$ cat config.mk
export PLATFORM = sky130hd
export DESIGN_NAME = ihpq_ctrl
export DESIGN_NICKNAME = d
export VERILOG_FILES = /design/src/hw/rtl/ihpq_pkg.sv /design/src/hw/rtl/ihpq_ctrl.sv
export SDC_FILE = /design/constraint.sdc
export NUM_CORES = 1
export LEC_CHECK = 0
export BUFFER_PORTS_ARGS = -buffer_cell sky130_fd_sc_hd__buf_2
export CAP_MARGIN = 10
export CORE_AREA = 8 8 45 47
export CTS_CLUSTER_SIZE = 20
export DETAILED_ROUTE_END_ITERATION = 8
export DIE_AREA = 0 0 53 55
export PLACE_DENSITY = 0.85
export SLEW_MARGIN = 5
export SYNTH_ARGS = -nofsm -noshare
export SYNTH_HDL_FRONTEND = slang
export SYNTH_SLANG_ARGS = --single-unit
$ cat constraint.sdc
create_clock -name clk -period 2.3 [get_ports clk]
set_input_delay 0.46 -clock clk [delete_from_list [all_inputs] [get_ports clk]]
set_output_delay 0.46 -clock clk [all_outputs]
set_load 0.02 [all_outputs]
$ cat src/hw/rtl/ihpq_pkg.sv
package ihpq_pkg;

	localparam int MaxElements = 64;
	localparam int IdW = 7;
	localparam int SlotW = 7;
	localparam int AddrW = 6;
	localparam int PriW = 32;

	typedef logic [IdW-1:0] id_t;
	typedef logic [SlotW-1:0] slot_t;
	typedef logic [AddrW-1:0] addr_t;
	typedef logic signed [PriW-1:0] pri_t;

	typedef struct packed {
		id_t id;
		pri_t pri;
	} entry_t;

	localparam logic [1:0] ACT_PUT = 2'd0;
	localparam logic [1:0] ACT_POP = 2'd1;
	localparam logic [1:0] ACT_INV = 2'd2;
	localparam logic [1:0] ACT_QRY = 2'd3;

	typedef enum logic [4:0] {
		OP_NONE,
		OP_LOAD,
		OP_INS,
		OP_CHG_RD,
		OP_CHG,
		OP_REM,
		OP_INV,
		OP_UP_RD,
		OP_UP_MOVE,
		OP_DN_RD,
		OP_DN_MOVE,
		OP_FIN,
		OP_INV_RD,
		OP_INV_LD,
		OP_RPT_RD,
		OP_RPT_PRI,
		OP_RPT_OUT
	} op_t;

	typedef struct packed {
		logic [1:0] act;
		logic id_ok;
		logic pos_hit;
		logic heap_empty;
		logic heap_one;
		logic heap_full;
		logic chg_up;
		logic chg_dn;
		logic has_parent;
		logic up_go;
		logic has_child;
		logic dn_go;
		logic inv_more;
	} stat_t;

	function automatic logic ranks_before(input logic min_first, input pri_t a, input pri_t b);
		ranks_before = min_first ? (a < b) : (a > b);
	endfunction

	function automatic addr_t slot_addr(input slot_t s);
		slot_addr = AddrW'(s - SlotW'(1));
	endfunction

endpackage

$ cat src/hw/rtl/ihpq_ctrl.sv
module ihpq_ctrl (
	input logic clk,
	input logic arst_n,
	input logic in_valid,
	output logic in_ready,
	output logic out_valid,
	input logic out_ready,
	input ihpq_pkg::stat_t stat,
	output ihpq_pkg::op_t op
);
	import ihpq_pkg::*;

	typedef enum logic [3:0] {
		S_IDLE,
		S_DISP,
		S_CHG,
		S_UP_RD,
		S_UP_CMP,
		S_DN_RD,
		S_DN_CMP,
		S_FIN,
		S_INV_CHK,
		S_INV_LD,
		S_RPT,
		S_RPT_PRI,
		S_OUT
	} state_t;

	state_t state_q, state_d;
	logic out_valid_q;

	always_comb begin
		op = OP_NONE;
		state_d = state_q;
		case (state_q)
			S_IDLE: begin
				if (in_valid) begin
					op = OP_LOAD;
					state_d = S_DISP;
				end
			end
			S_DISP: begin
				case (stat.act)
					ACT_PUT: begin
						if (!stat.id_ok) begin
							state_d = S_RPT;
						end else if (stat.pos_hit) begin
							op = OP_CHG_RD;
							state_d = S_CHG;
						end else if (stat.heap_full) begin
							state_d = S_RPT;
						end else begin
							op = OP_INS;
							state_d = S_UP_RD;
						end
					end
					ACT_POP: begin
						if (stat.heap_empty) begin
							state_d = S_RPT;
						end else begin
							op = OP_REM;
							state_d = stat.heap_one ? S_RPT : S_DN_RD;
						end
					end
					ACT_INV: begin
						op = OP_INV;
						state_d = S_INV_CHK;
					end
					default: state_d = S_RPT;
				endcase
			end
			S_CHG: begin
				op = OP_CHG;
				state_d = stat.chg_up ? S_UP_RD : (stat.chg_dn ? S_DN_RD : S_FIN);
			end
			S_UP_RD: begin
				if (stat.has_parent) begin
					op = OP_UP_RD;
					state_d = S_UP_CMP;
				end else begin
					state_d = S_FIN;
				end
			end
			S_UP_CMP: begin
				if (stat.up_go) begin
					op = OP_UP_MOVE;
					state_d = S_UP_RD;
				end else begin
					state_d = S_FIN;
				end
			end
			S_DN_RD: begin
				if (stat.has_child) begin
					op = OP_DN_RD;
					state_d = S_DN_CMP;
				end else begin
					state_d = S_FIN;
				end
			end
			S_DN_CMP: begin
				if (stat.dn_go) begin
					op = OP_DN_MOVE;
					state_d = S_DN_RD;
				end else begin
					state_d = S_FIN;
				end
			end
			S_FIN: begin
				op = OP_FIN;
				state_d = (stat.act == ACT_INV) ? S_INV_CHK : S_RPT;
			end
			S_INV_CHK: begin
				if (stat.inv_more) begin
					op = OP_INV_RD;
					state_d = S_INV_LD;
				end else begin
					state_d = S_RPT;
				end
			end
			S_INV_LD: begin
				op = OP_INV_LD;
				state_d = S_UP_RD;
			end
			S_RPT: begin
				op = OP_RPT_RD;
				state_d = S_RPT_PRI;
			end
			S_RPT_PRI: begin
				op = OP_RPT_PRI;
				state_d = S_OUT;
			end
			S_OUT: begin
				if (!out_valid_q || out_ready) begin
					op = OP_RPT_OUT;
					state_d = S_IDLE;
				end
			end
			default: state_d = S_IDLE;
		endcase
	end

	always_ff @(posedge clk or negedge arst_n) begin
		if (!arst_n) begin
			state_q <= S_IDLE;
			out_valid_q <= 1'b0;
		end else begin
			state_q <= state_d;
			if (op == OP_RPT_OUT) begin
				out_valid_q <= 1'b1;
			end else if (out_ready) begin
				out_valid_q <= 1'b0;
			end
		end
	end

	assign in_ready = state_q == S_IDLE;
	assign out_valid = out_valid_q;

endmodule

-- Yosys cells after proc, flatten, opt, wreduce, memory -nomap -nowiden
Index checks and enable logic that the tools add are counted.
- flip-flop bits (word level): 5
- input bits: 18
- word-level logic and storage cells: 57
- equality and inequality tests: 17
- multiplexer cells: 32
- reductions and logical operators: 6
- operators with widths (cell ; number):
    5-bit one-hot mux with 13 select lines ; 1
    4-bit one-hot mux with 13 select lines ; 1
    4-bit two-way mux ; 11
    4-bit == test, second input constant ; 5
    4-bit by 3-bit == test with 1-bit output, second input constant ; 4
    2-bit two-way mux ; 8
    3-bit two-way mux ; 4
    4-bit one-hot mux with 3 select lines ; 1
    3-bit one-hot mux with 3 select lines ; 1
    4-bit by 2-bit == test with 1-bit output, second input constant ; 2
    5-bit == test, second input constant ; 1
    5-bit two-way mux ; 1
    4-bit by 1-bit == test with 1-bit output, second input constant ; 1
    4-bit logical NOT ; 1
    1-bit two-way mux ; 4
    2-bit inequality test, second input constant ; 2
    2-bit by 1-bit == test with 1-bit output, second input constant ; 1
    2-bit == test, second input constant ; 1
    2-bit logical NOT ; 1
    2-bit AND reduction ; 1
    2-bit nonzero test ; 1
    1-bit logical NOT ; 1
    1-bit logical OR ; 1

-- Depth between registers and ports, before layout
Gate-level depths: netlist of the first run.
- depth after elaboration: 7
- gate-level depth with buffers: 6
- mapped depth without buffers: 4

-- Least setup slack after synthesis of the first run
OpenSTA, ideal clock, no wires.
- path type: reg2out
- start point: register state_q[3]
- end point: output port op[0]
- data arrival time: 1.904 ns
- required time: 1.840 ns
- path slack: -0.064 ns
- cell stages (with the launch flop): 4
- buffers on the path: 1
- cells stage by stage: dfrtp_1 buf_6 or4b_4 o311ai_0
- word-level cells in the longest chain between the ends: 2
- RTL lines (what ; line ; RTL):
    from (decl) ; ihpq_ctrl.sv:29 ; state_t state_q, state_d;
    from (signal assigned) ; ihpq_ctrl.sv:147 ; state_q <= state_d;
    4-bit == test (tied with other cells) ; ihpq_ctrl.sv:35 ; case (state_q)
    5-bit one-hot mux with 13 select lines * ; ihpq_ctrl.sv:35 ;
    to (decl) ; ihpq_ctrl.sv:9 ; output ihpq_pkg::op_t op
Every way passes the cells marked *; elsewhere a longest branch is shown, timed or not.

-- Final worst setup path of the first run
- start point: register state_q[1]
- end point: output port op[0]
Same word-level chain as after synthesis.

==> results of run 1 <==
-- report_power, final --
| part | internal (mW) | leakage [nW] | switching [mW] |
|---|---|---|---|
| logic | 0.315 | 0.264 | 0.450 |
| clock network | 0.0656 | 0.0150 | 0.0369 |
| registers | 0.131 | 0.0619 | 0.0196 |
| total | 0.512 | 0.341 | 0.507 |
-- critical path: cells and delay by family (launching register included) --
kind                   cells  cell delay (ns)
AOI/OAI and AO/OA          1             0.27
and+or+nand+nor            1             0.58
buffers and inverters      1             0.21
DFF                        1             0.37
-- placed cells by master, fill, tap and decap left out, types with 3 or more instances in the layout --
| cell type | count |
|---|---|
| sky130_fd_sc_hd__buf_4 | 4 |
| sky130_fd_sc_hd__o21ai_0 | 11 |
| sky130_fd_sc_hd__clkbuf_4 | 3 |
| sky130_fd_sc_hd__a21oi_1 | 7 |
| sky130_fd_sc_hd__a31oi_1 | 3 |
| sky130_fd_sc_hd__nand2_1 | 6 |
| sky130_fd_sc_hd__dfrtp_1 | 5 |
| sky130_fd_sc_hd__buf_2 | 24 |
| sky130_fd_sc_hd__nand2b_1 | 9 |
| sky130_fd_sc_hd__inv_1 | 4 |
| sky130_fd_sc_hd__nor2_1 | 7 |
-- metal layers --
layer,GRT usage (%),share of wire [%],vias up
li1,-,-,384
met1,13.8,46,327
met2,19.9,45,25
met3,5.35,9.2,0
met4,1.29,0,0
met5,0,0,-
-- stage by stage --
stage / setup WS (ns) / instances
floorplan: 0.0898 / 90
global placement: 0.429 / 126
detailed placement: 0.406 / 126
CTS: 0.155 / 130
global route: 0.0560 / 130
finish: 0.174 / 130
-- final timing paths --
| kind | slack [ns] | endpoint | cells after the start | startpoint |
|---|---|---|---|---|
| max | 0.17 | op[0] | 3 | state_q[1]$_DFFE_PN0P_ |
| min | 0.02 | out_valid$_DFFE_PN0P_ | 1 | arst_n |
| max reg2reg | 0.83 | state_q[0]$_DFFE_PN0P_ | 3 | state_q[1]$_DFFE_PN0P_ |
| min reg2reg | 0.54 | out_valid$_DFFE_PN0P_ | 2 | out_valid$_DFFE_PN0P_ |
| max in group asynchronous | 2.15 | state_q[1]$_DFFE_PN0P_ | 1 | arst_n |
| min in group clk | 0.54 | out_valid$_DFFE_PN0P_ | 2 | out_valid$_DFFE_PN0P_ |
-- flip-flops by register name, indices dropped and copies added, names as in the netlist --
name       count
out_valid      1
state_q        4
-- cells by family (layout without fill, tap and decap cells) --
kind of cell,after synthesis,count (layout),synth area share (%)
AO/OA/AOI/OAI,37,37,38.1
flip-flops,5,5,19.6
buffers and inverters,12,36,8.64
AND/OR/NAND/NOR,36,36,33.6
-- final cells by class --
cell class | count | area [sq um] | area share [%]
Timing Repair Buffer | 28 | 150 | 18.9
Multi-Input combinational cell | 73 | 457 | 57.6
Tap cell | 16 | 20.0 | 2.52
Clock buffer | 4 | 26.3 | 3.31
Inverter | 4 | 15.0 | 1.89
Sequential cell | 5 | 125 | 15.8
==> results.txt, run 1 <==
* Outcome: finished clean
- The die is 53 um wide.
- The tightest hold path in the finished design has a slack of 0.0156 ns.
* Largest cells by area after synthesis: sky130_fd_sc_hd__dfrtp_1 20%, sky130_fd_sc_hd__nand2b_1 8.8%, sky130_fd_sc_hd__o21ai_0 8.6%
- For this design, the CTS-stage hold fixing added 0 buffers.
- Total overflow reported by the global router: 0
* Number of remaining DRC errors: 0
- The routed layout has 736 vias.
- Via count of the first global-routing pass: 692
- IR analysis of the VDD net gives a maximum drop of 0.000755 V.
* Slew at the pin closest to its max-slew limit: 0.418 ns
- For the worst setup path, the data required time is 1.84 ns.
- In the synthesized netlist the async set-or-reset flop fraction comes to 100%.
- Post-CTS Setup Bufs: 0
* Sinks on Clock Net: 5
- The wire-length estimate of the detail-placed layout is 1330 um.
- In this run the standard cell core region covers 1380 sq um.
- In the global route stage, overall resource usage came out at 11.8%.
- The number of antenna violations at the first check in global routing was 0.
- Biggest area consumer among synthesized cells: sky130_fd_sc_hd__dfrtp_1
- Placed Instance Area: 767 sq um
* Series of cell instances along the critical path: or4b_4, o311ai_1, buf_2
* CTS H-Tree Depth: 1
- After detailed routing, the average wire length per cell comes to 12.9 um.
- Count of final setup violators: 0
* Maximum count of clock buffers along a single path: 2
- Endpoint kind of the worst setup timing path: output port
- Max-slew headroom at the worst pin: 71.9%
* Final critical delay including setup and external delays: 2.13 ns
- Summing every instance area after synthesis gives 637 sq um.
* Biggest fanout along the worst timing path: 6
- Total of max-cap violations: 0
- Post-route clock period utilization: 92.5%
- Path class of the lowest-slack min-delay path: in -> async
- Antenna diode count: 0
- In the final layout, the share of cells above drive strength 1 is 28.9%.
* Number of design-rule violations left by the first detailed-router iteration: 20
- Setup total negative slack on the finished layout was measured at 0 ns.
* Flip-flop and latch count after synthesis: 5
* Data arrival time of the worst path: 1.67 ns
- The worst setup path is launched from a flop.
* Cts repair resizes: 0
- Critical Setup Path Class: reg -> out
* Maximum cell stage delay along the critical path: 0.58 ns
- The completed layout was analyzed and its total power is 1.02 mW.
* Post-route core utilization: 57.3%
- P per Cell Area: 1280 nW/um^2
- Largest clock skew in the final design: 0.00948 ns
- The total count of max-transition violations in the final report was 0.
- From synthesis to final layout, the design area changed by 24.6%.
- The congestion estimate from routability-driven global placement came to 0.797.
- Clock tree synthesis inserted a total of 3 buffers.
- In the post-synthesis netlist, the cell with the most instances is sky130_fd_sc_hd__o21ai_0.
* Post-detailed-route count of antenna-violating nets: 0
* Cell row count: 14
- Maximum number of pins on one net before global-route repair: 25
- Die boundary height: 55 um
- Wire length of the first global-routing pass: 2740 um
- Synthesis instantiated 33 different standard cells from the library.
- Post-DR vias/cell: 5.66
- Clock latency on the worst-skew pair, taken at its later pin, is 0.24 ns.
- Syn nets: 108
- Total leakage power: 0.341 nW
- Post-detailed-routing wire length: 1680 um
- Top FF cell, synth: sky130_fd_sc_hd__dfrtp_1
- First-pass DRT Iterations: 4
- Sequential elements use 19.6% of the synthesized area.
- Most instantiated cells after synthesis: 11 x sky130_fd_sc_hd__o21ai_0, 9 x sky130_fd_sc_hd__nand2b_1, 7 x sky130_fd_sc_hd__a21oi_1, 7 x sky130_fd_sc_hd__nor2_1, 6 x sky130_fd_sc_hd__nand2_1
- I/O pin total: 25
* Instance count of the mapped netlist: 90
* Number of nets in the finished design: 133
- CTS tree: built
* RSZ-0062 raised after global routing: false
- Fill cells in the final layout number 142.
- The number of hold-slack violations in the final timing report came to 0.
* CTS clk-pin slew, worst paths: 0.05 ns
- Yosys printed 0 warnings.
- Post-route cell area: 793 sq um
* Achievable Freq: 470 MHz
- Yosys mapped a number of flops with a built-in enable equal to 0.
- The largest individual stage delay along the critical path comes from the cell sky130_fd_sc_hd__or4b_4.
- Master cell of the clock root buffer: sky130_fd_sc_hd__clkbuf_4
- Input and output buffers added on the ports amount to 24.
- Starting density of the core: 46.0%
* Total die area: 2920 sq um
- Fraction of post-synthesis cell area in the top cell type by area: 19.6%
* Mean post-synth cell area: 7.08 sq um
(Power assumes the default switching activity.)
==> run 2: changes to the inputs <==
Settings changed: RECOVER_POWER set to 25.
==> results.txt, run 2 (synthesis results as in run 1) <==
- The fraction of power consumed by sequential logic came to 14.8% (about the same).
- The tree is rooted in a sky130_fd_sc_hd__clkbuf_4.
* Most Used Layer, Global Route: met2
- Wire length of the first global-routing pass: 2740 um (unchanged)
* Cell row count: 14 (unchanged)
* Endpoint kind of the worst setup timing path: output port
- The area occupied by registers came to 125 sq um (unchanged).
- The area of the die was 2920 sq um (unchanged).
- The final antenna-violating net count came to 0 (unchanged).
- Total count of hold-check failures in the final report: 0 (unchanged)
* Sinks on Clock Net: 5 (unchanged)
- The switching share of power was 49.8% (about the same).
- The power after layout was 1.02 mW (about the same).
* Outcome: finished clean
- The number of max-cap violations was 0 (unchanged).
- Biggest fanout along the worst timing path: 6 (unchanged)
* Data arrival time of the worst path: 1.67 ns (about the same)
* Maximum count of clock buffers along a single path: 2 (unchanged)
- Global-route total usage across every layer: 11.8% (unchanged)
- Maximum VDD drop: 0.000755 V (about the same)
- The endpoint required time on the critical path is 1.84 ns (about the same).
- The total overflow reported by the global router is 0 (unchanged).
- Slew at the pin closest to its max-slew limit: 0.418 ns (unchanged)
- The top-level port count came to 25 (unchanged).
- Footprint of the multi-input gates: 457 sq um (unchanged)
* First-pass DRT Iterations: 4 (unchanged)
- Starting density of the core: 46.0% (unchanged)
- Number of buffers inserted during clock tree synthesis: 3 (unchanged)
* Series of cell instances along the critical path: or4b_4, o311ai_1, buf_2
* Worst setup SP type: flop
- The H-tree depth came to 1 (unchanged).
- The stage delay of the slowest cell on the critical path came to 0.58 ns (about the same).
* Die span in x: 53 um (unchanged)
- Combinational fraction of design power: 75.2% (about the same)
- The number of flip-flops under the largest register name came to 4 (unchanged).
* Worst Setup SP: state_q[1]$_DFFE_PN0P_
* Number of design-rule violations left by the first detailed-router iteration: 20 (unchanged)
- The number of antenna violations at the first check in global routing was 0 (unchanged).
- The final worst-path cycle share came to 92.5% (unchanged).
* Path class of the lowest-slack min-delay path: in -> async
* Vias post-DR: 736 (unchanged)
- RSZ-0062 raised after global routing: false
- Clock network latency to the later pin of the worst-skew pair: 0.24 ns (about the same)
* Maximum number of pins on one net before global-route repair: 25 (unchanged)
- The routed via count divided by cell count came to 5.66 (unchanged).
* Total of hold buffers inserted after clock tree synthesis: 0 (unchanged)
* Critical Setup Path Class: reg -> out
- The number of DRC violations after detailed routing came to 0 (unchanged).
- Achievable Freq: 470 MHz (unchanged)
* P per Cell Area: 1280 nW/um^2 (+0.11%)
* Largest clock skew in the final design: 0.00922 ns (-0.000256 ns)
* Critical path buffer and inverter count: 1 (unchanged)
- The post-detailed-placement half-perimeter wirelength was 1330 um (unchanged).
- The number of global-route vias before repair is 692 (unchanged).
* Cts repair resizes: 0 (unchanged)
- Total negative setup slack: 0 ns (unchanged)
- Antenna diode count: 0 (unchanged)
* Detailed-route wire length per cell: 12.9 um (-0.12%)
* Fraction of met1 tracks used by global routing: 13.8% (unchanged)
- The met2 global-route usage came to 19.9% (unchanged).
- The number of I/O port buffers was 24 (unchanged).
- The total of fill cells in the finished design is 143 (+0.70%).
- state_q holds more flip-flops than any other register.
- The internal portion of total power came to 511 uW (about the same).
* Area inside the core boundary: 1380 sq um (unchanged)
- Max-slew violation count: 0 (unchanged)
* Most used cells in the layout excluding fill and tap cells: 23 x sky130_fd_sc_hd__buf_2, 11 x sky130_fd_sc_hd__o21ai_0, 9 x sky130_fd_sc_hd__nand2b_1
- Met3 Use GR: 5.35% (unchanged)
- The library cell used most frequently in the layout, excluding fill and tap cells, is sky130_fd_sc_hd__buf_2.
- The total net switching power was 506 uW (about the same).
- CTS tree: built
* Number of nets in the finished design: 133 (unchanged)
- Among all stages on the critical path, the largest delay is contributed by sky130_fd_sc_hd__or4b_4.
* Total leakage power: 0.338 nW (-0.81%)
- Post-detailed-routing wire length: 1680 um (-0.12%)
* Die boundary height: 55 um (unchanged)
- Proportion of layout cells with a drive suffix above 1: 28.1% (-0.88 points)
- Post-CTS Setup Bufs: 0 (unchanged)
* Crit Reg-Reg Startpoint: state_q[1]$_DFFE_PN0P_
- Count of final setup violators: 0 (unchanged)
- Grouping stages by cell kind, the critical path spends the most delay in simple AND/OR/NAND/NOR gates.
* Final critical delay including setup and external delays: 2.13 ns (unchanged)
- Routability cong.: 0.797 (unchanged)
- The worst-case headroom to the max-slew limit came to 71.9% (unchanged).
* CTS clk-pin slew, worst paths: 0.05 ns (about the same)
* Clk network pwr share: 10.1% (about the same)
- Area added between synthesis and finish: 24.4%
[run 2: area by class of cell]
type	count	share of cell area [%]
Multi-Input combinational cell	73	57.7
Inverter	4	1.90
Clock buffer	4	3.32
Tap cell	16	2.53
Sequential cell	5	15.8
Timing Repair Buffer	28	18.8
[run 2: final timing paths]
path                                     endpoint  slack, ns  depth (start not counted)
setup / recovery                            op[0]       0.17                          3
hold / removal              out_valid$_DFFE_PN0P_       0.05                          1
setup reg to reg           state_q[0]$_DFFE_PN0P_       0.83                          3
hold reg to reg             out_valid$_DFFE_PN0P_       0.54                          2
max in group asynchronous  state_q[1]$_DFFE_PN0P_       2.04                          1
min in group clk            out_valid$_DFFE_PN0P_       0.54                          2
[run 2: metal layers]
metal / wire, um / part of all wire (%) / vias up
li1: - / - / 384
met1: 775 / 46 / 327
met2: 749 / 45 / 25
met3: 154 / 9.2 / 0
met4: 0 / 0 / 0
met5: 0 / 0 / -
[run 2: per-stage QoR]
step	utilization, %	hold WS (ns)	cells	worst slack, ns	area (sq um)
final	57.2	0.0493	130	0.174	792
after global routing	57.2	0.0610	130	0.0560	792
after CTS	57.3	0.0120	130	0.155	793
after detailed placement	55.4	0.277	126	0.406	767
after global placement	55.4	0.275	126	0.429	767
after floorplan	-	0.164	90	0.0898	637
[run 2: power groups by stage]
stage / Sequential, mW / Clock, mW / Combinational, mW
final: 0.150 / 0.102 / 0.765
after global routing: 0.157 / 0.113 / 0.849
after CTS: 0.151 / 0.107 / 0.771
after detailed placement: 0.152 / 0 / 0.765
after global placement: 0.148 / 0 / 0.758
after floorplan: 0.159 / 0 / 0.578
==> run 3: changes to the inputs <==
Settings changed: ABC_AREA set to 1, CELL_PAD_IN_SITES_DETAIL_PLACEMENT set to 2, CELL_PAD_IN_SITES_GLOBAL_PLACEMENT set to 2, CORE_AREA 8 8 45 47 to not set, CORE_MARGIN set to 8, CORE_UTILIZATION set to 22, DIE_AREA 0 0 53 55 to not set.
==> results.txt, run 3 <==
- Outcome: finished clean
* Biggest area consumer among synthesized cells: sky130_fd_sc_hd__nand2_1
* Cell row count: 19 (+5)
- Reg2Reg Depth: 4 (+1)
- Sinks on Clock Net: 5 (unchanged)
* Max-slew violation count: 0 (unchanged)
- The setup TNS was 0 ns (unchanged).
- The post-detailed-route wirelength per cell came to 14.8 um (+15%).
- The routed via count divided by cell count was 4.87 (-14%).
- Global-route total usage across every layer: 11.7% (-0.031 points)
- The area growth from synthesis to layout is 31.1%.
* Fraction of synthesized area in multiplexers: 0% (unchanged)
- The final antenna-violating net count came to 0 (unchanged).
* Combinational fraction of design power: 70.9% (-4.3 points)
- The top-area cell type share of the netlist area was 24.1% (+4.5 points).
* Total die area: 4610 sq um (+58%)
- Data arrival time of the worst path: 1.54 ns (-0.13 ns)
- Yosys warning count: 0 (unchanged)
- The number of global-route vias before repair came to 965 (+39%).
- CTS H-Tree Depth: 1 (unchanged)
- The number of nets at the end of the flow was 159 (+20%).
- Walking the worst path, the cells encountered are inv_2, nand2_1, nor2_2, o211ai_1, nand4_1, buf_2.
- Achievable Freq: 499 MHz (+6.2%)
- The post-synthesis net count was 130 (+20%).
* Initial antenna violation count: 0 (unchanged)
- The number of hold-slack violations in the final timing report was 0 (unchanged).
* Footprint of the multi-input gates: 407 sq um (-11%)
- Most used cells in the layout excluding fill and tap cells: 38 x sky130_fd_sc_hd__nand2_1, 23 x sky130_fd_sc_hd__buf_2, 20 x sky130_fd_sc_hd__nor2_1
- The placed instance area came to 751 sq um (-2.1%).
* Routability cong.: 0.911 (+14%)
- Instance count of the mapped netlist: 112 (+24%)
- Leaving out fill and tap cells, the most frequent cell in the layout is sky130_fd_sc_hd__nand2_1.
- Library cells used by synthesis: 16 (-52%)
* Final critical delay including setup and external delays: 2.00 ns (-0.124 ns)
- Logic depth of the worst setup path including buffers: 6 (+3)
- Flip-flop count of the largest register, all copies and words added: 4 (unchanged)
- Share of total power consumed by net switching: 58.4% (+8.7 points)
- Crit Reg-Reg Startpoint: state_q[1]$_DFFE_PN0P_
* Biggest fanout along the worst timing path: 7 (+1)
- Endpoint kind of the worst setup timing path: output port
- Largest cells by area after synthesis: sky130_fd_sc_hd__nand2_1 24%, sky130_fd_sc_hd__dfrtp_1 21%, sky130_fd_sc_hd__nor2_1 13%
- Most instantiated cells after synthesis: 38 x sky130_fd_sc_hd__nand2_1, 20 x sky130_fd_sc_hd__nor2_1, 13 x sky130_fd_sc_hd__inv_1
- Area of the mapped netlist: 592 sq um (-7.1%)
- CTS tree: built
* Net load switching power: 568 uW (+12%)
* DP Worst Slack: 0.528 ns (+0.121 ns)
- The compound-gate portion of the synthesized area came to 12.1% (-26 points).
- Total of max-cap violations: 0 (unchanged)
- The total overflow reported by the global router was 0 (unchanged).
- state_q holds more flip-flops than any other register.
* Post-CTS Setup Bufs: 0 (unchanged)
* CTS clk-pin slew, worst paths: 0.04 ns (about the same)
- Vias post-DR: 833 (+13%)
- The final worst-path cycle share is 87.1% (-5.4 points).
- Antenna diode count: 0 (unchanged)
- The number of register bits inferred by synthesis was 5 (unchanged).
- The vertical extent of the die is 67.9 um (+23%).
- Maximum count of clock buffers along a single path: 2 (unchanged)
* Cell family contributing the most delay on the critical path: simple AND/OR/NAND/NOR gates
* Die span in x: 67.9 um (+28%)
* Largest clock skew in the final design: 0.00225 ns (-0.00697 ns)
- Clk network pwr share: 10.2% (about the same)
- By area, the combinational part of the netlist is dominated by simple AND/OR/NAND/NOR gates.
- Placed wire-length estimate after detailed placement: 2320 um (+74%)
* Worst setup SP type: flop
- Required @ worst endpoint: 1.84 ns (about the same)
* Post-route setup slack: 0.297 ns (+0.124 ns)
* I/O pin total: 25 (unchanged)
- The internal portion of total power came to 404 uW (-21%).
- The final instance area was 776 sq um (-2.1%).
- Overall power consumption: 971 uW (-4.5%)
* Critical Setup Path Class: reg -> out
- Setup repair after global routing left no endpoint under its margin.
* Fraction of the mapped netlist area in adder cells: 0% (unchanged)
* Number of design-rule violations left by the first detailed-router iteration: 9 (-55%)
- Maximum cell stage delay along the critical path: 0.45 ns (-0.13 ns)
* Maximum VDD drop: 0.000539 V (-29%)
- The initial standard-cell utilization of the core is 22.2% (-24 points).
- The area occupied by registers is 125 sq um (unchanged).
- The critical path starts at state_q[2]$_DFFE_PN0P_.
* Wire length of the first global-routing pass: 4280 um (+56%)
- Critical path buffer and inverter count: 2 (+1)
- Number of enable flip-flop cells after synthesis: 0 (unchanged)
* Slowest CP cell: sky130_fd_sc_hd__dfrtp_1
- Slack of the worst reg-to-reg path: 0.82 ns (about the same)
* Number of remaining DRC errors: 0 (unchanged)
- For this run, the leading register cell type out of synthesis is sky130_fd_sc_hd__dfrtp_1.
- The pin slew with the least headroom to its limit came to 0.444 ns (+0.0260 ns).
- Sequential group share of total power: 19.0% (+4.2 points)
- The total iterations of the first detailed-routing run came to 4 (unchanged).
* Number of filler instances in the final layout: 370 (+160%)
- Master cell of the clock root buffer: sky130_fd_sc_hd__clkbuf_4
- Hold slack final: 0.0636 ns (+0.0144 ns)
- Maximum number of pins on one net before global-route repair: 8 (-68%)
- The number of I/O port buffers was 24 (unchanged).
- The tightest min-delay check is of the in -> async type.
- In this run the critical register-to-register path is captured at state_q[0]$_DFFE_PN0P_.
* Total leakage power: 0.439 nW (+30%)
* Post-route core utilization: 29.1% (-28 points)
- Post-detailed-routing wire length: 2530 um (+51%)
- By instance count, the leading cell after synthesis is sky130_fd_sc_hd__nand2_1.
* Number of buffers inserted during clock tree synthesis: 3 (unchanged)
* Synth Area in Simple Gates: 56.7% (+23 points)
- Cts repair resizes: 0 (unchanged)
* Count of final setup violators: 0 (unchanged)
* Clock network latency to the later pin of the worst-skew pair: 0.24 ns (about the same)
- Fraction of synthesized cell area in xor and xnor cells: 0% (unchanged)
* Number of placed instances with taps included: 167 (+33%)
- Area inside the core boundary: 2660 sq um (+92%)
* Max-slew headroom at the worst pin: 70.3% (-1.6 points)
- Total of hold buffers inserted after clock tree synthesis: 0 (unchanged)
- The mean instance size in the synthesized netlist was 5.28 sq um (-25%).
* Sequential-to-total area share from yosys stat: 21.1% (+1.5 points)
- P per Cell Area: 1250 nW/um^2 (-2.5%)
* Final standard cell count with taps included and fillers excluded: 171 (+32%)
- The share of layout cells above drive strength 1 was 22.9% (-5.2 points).
- Fraction of registers with async set or reset after synthesis: 100% (unchanged)
## run 3: cell count changes in the layout (fill, tap and decap cells not counted), moves of 3 or more
| cell | before | now |
|---|---|---|
| sky130_fd_sc_hd__a21oi_1 | 7 | 2 |
| sky130_fd_sc_hd__nor2_1 | 7 | 20 |
| sky130_fd_sc_hd__a31oi_1 | 3 | 0 |
| sky130_fd_sc_hd__inv_2 | 0 | 3 |
| sky130_fd_sc_hd__nor2_2 | 0 | 3 |
| sky130_fd_sc_hd__nand2b_1 | 9 | 0 |
| sky130_fd_sc_hd__nand3_1 | 1 | 12 |
| sky130_fd_sc_hd__nand4_1 | 0 | 4 |
| sky130_fd_sc_hd__inv_1 | 4 | 13 |
| sky130_fd_sc_hd__nand2_1 | 6 | 38 |
| sky130_fd_sc_hd__buf_4 | 4 | 0 |
| sky130_fd_sc_hd__o21ai_0 | 11 | 5 |
## run 3: cells by family (layout without fill, tap and decap cells)
group,count (synthesis),count (layout)
compound gates,12,12
buf+inv,16,44
flops,5,5
simple gates,79,79
## run 3: worst max-delay path by stage
stage	endpoint
after CTS	op[1]
after global routing	op[0]
after global placement	op[0]
after floorplan	op[0]
final	op[1]
after detailed placement	op[0]
## run 3: power by group through the flow
stage,clock [mW],combinational [mW],sequential (mW)
3_3_place_gp,0,0.676,0.178
2_1_floorplan,0,0.463,0.178
3_5_place_dp,0,0.701,0.185
6_report,0.0987,0.688,0.184
5_1_grt,0.110,0.780,0.192
4_1_cts,0.102,0.706,0.184
## run 3: layout make-up
class                           instances  area share [%]
Inverter                               16            7.74
Multi-Input combinational cell         91            52.4
Sequential cell                         5            16.1
Timing Repair Buffer                   24            15.3
Tap cell                               31            5.00
Clock buffer                            4            3.39
## run 3: layer usage
| metal | vias up | track usage [%] | wire length (um) | part of all wire [%] |
|---|---|---|---|---|
| met3 | 0 | 2.78 | 112 | 4.4 |
| met1 | 399 | 13.8 | 1100 | 43 |
| met4 | 0 | 0 | 0 | 0 |
| met2 | 18 | 22.4 | 1320 | 52 |
| met5 | - | 0 | 0 | 0 |
| li1 | 416 | - | - | - |
## run 3: worst reg2reg max path, stage by stage (launching register included)
cell and delay, ns:
sky130_fd_sc_hd__dfrtp_1 0.43, sky130_fd_sc_hd__nor2_1 0.38, sky130_fd_sc_hd__nand4_1 0.28, sky130_fd_sc_hd__o31ai_1 0.17
sky130_fd_sc_hd__nor2_1 0.09
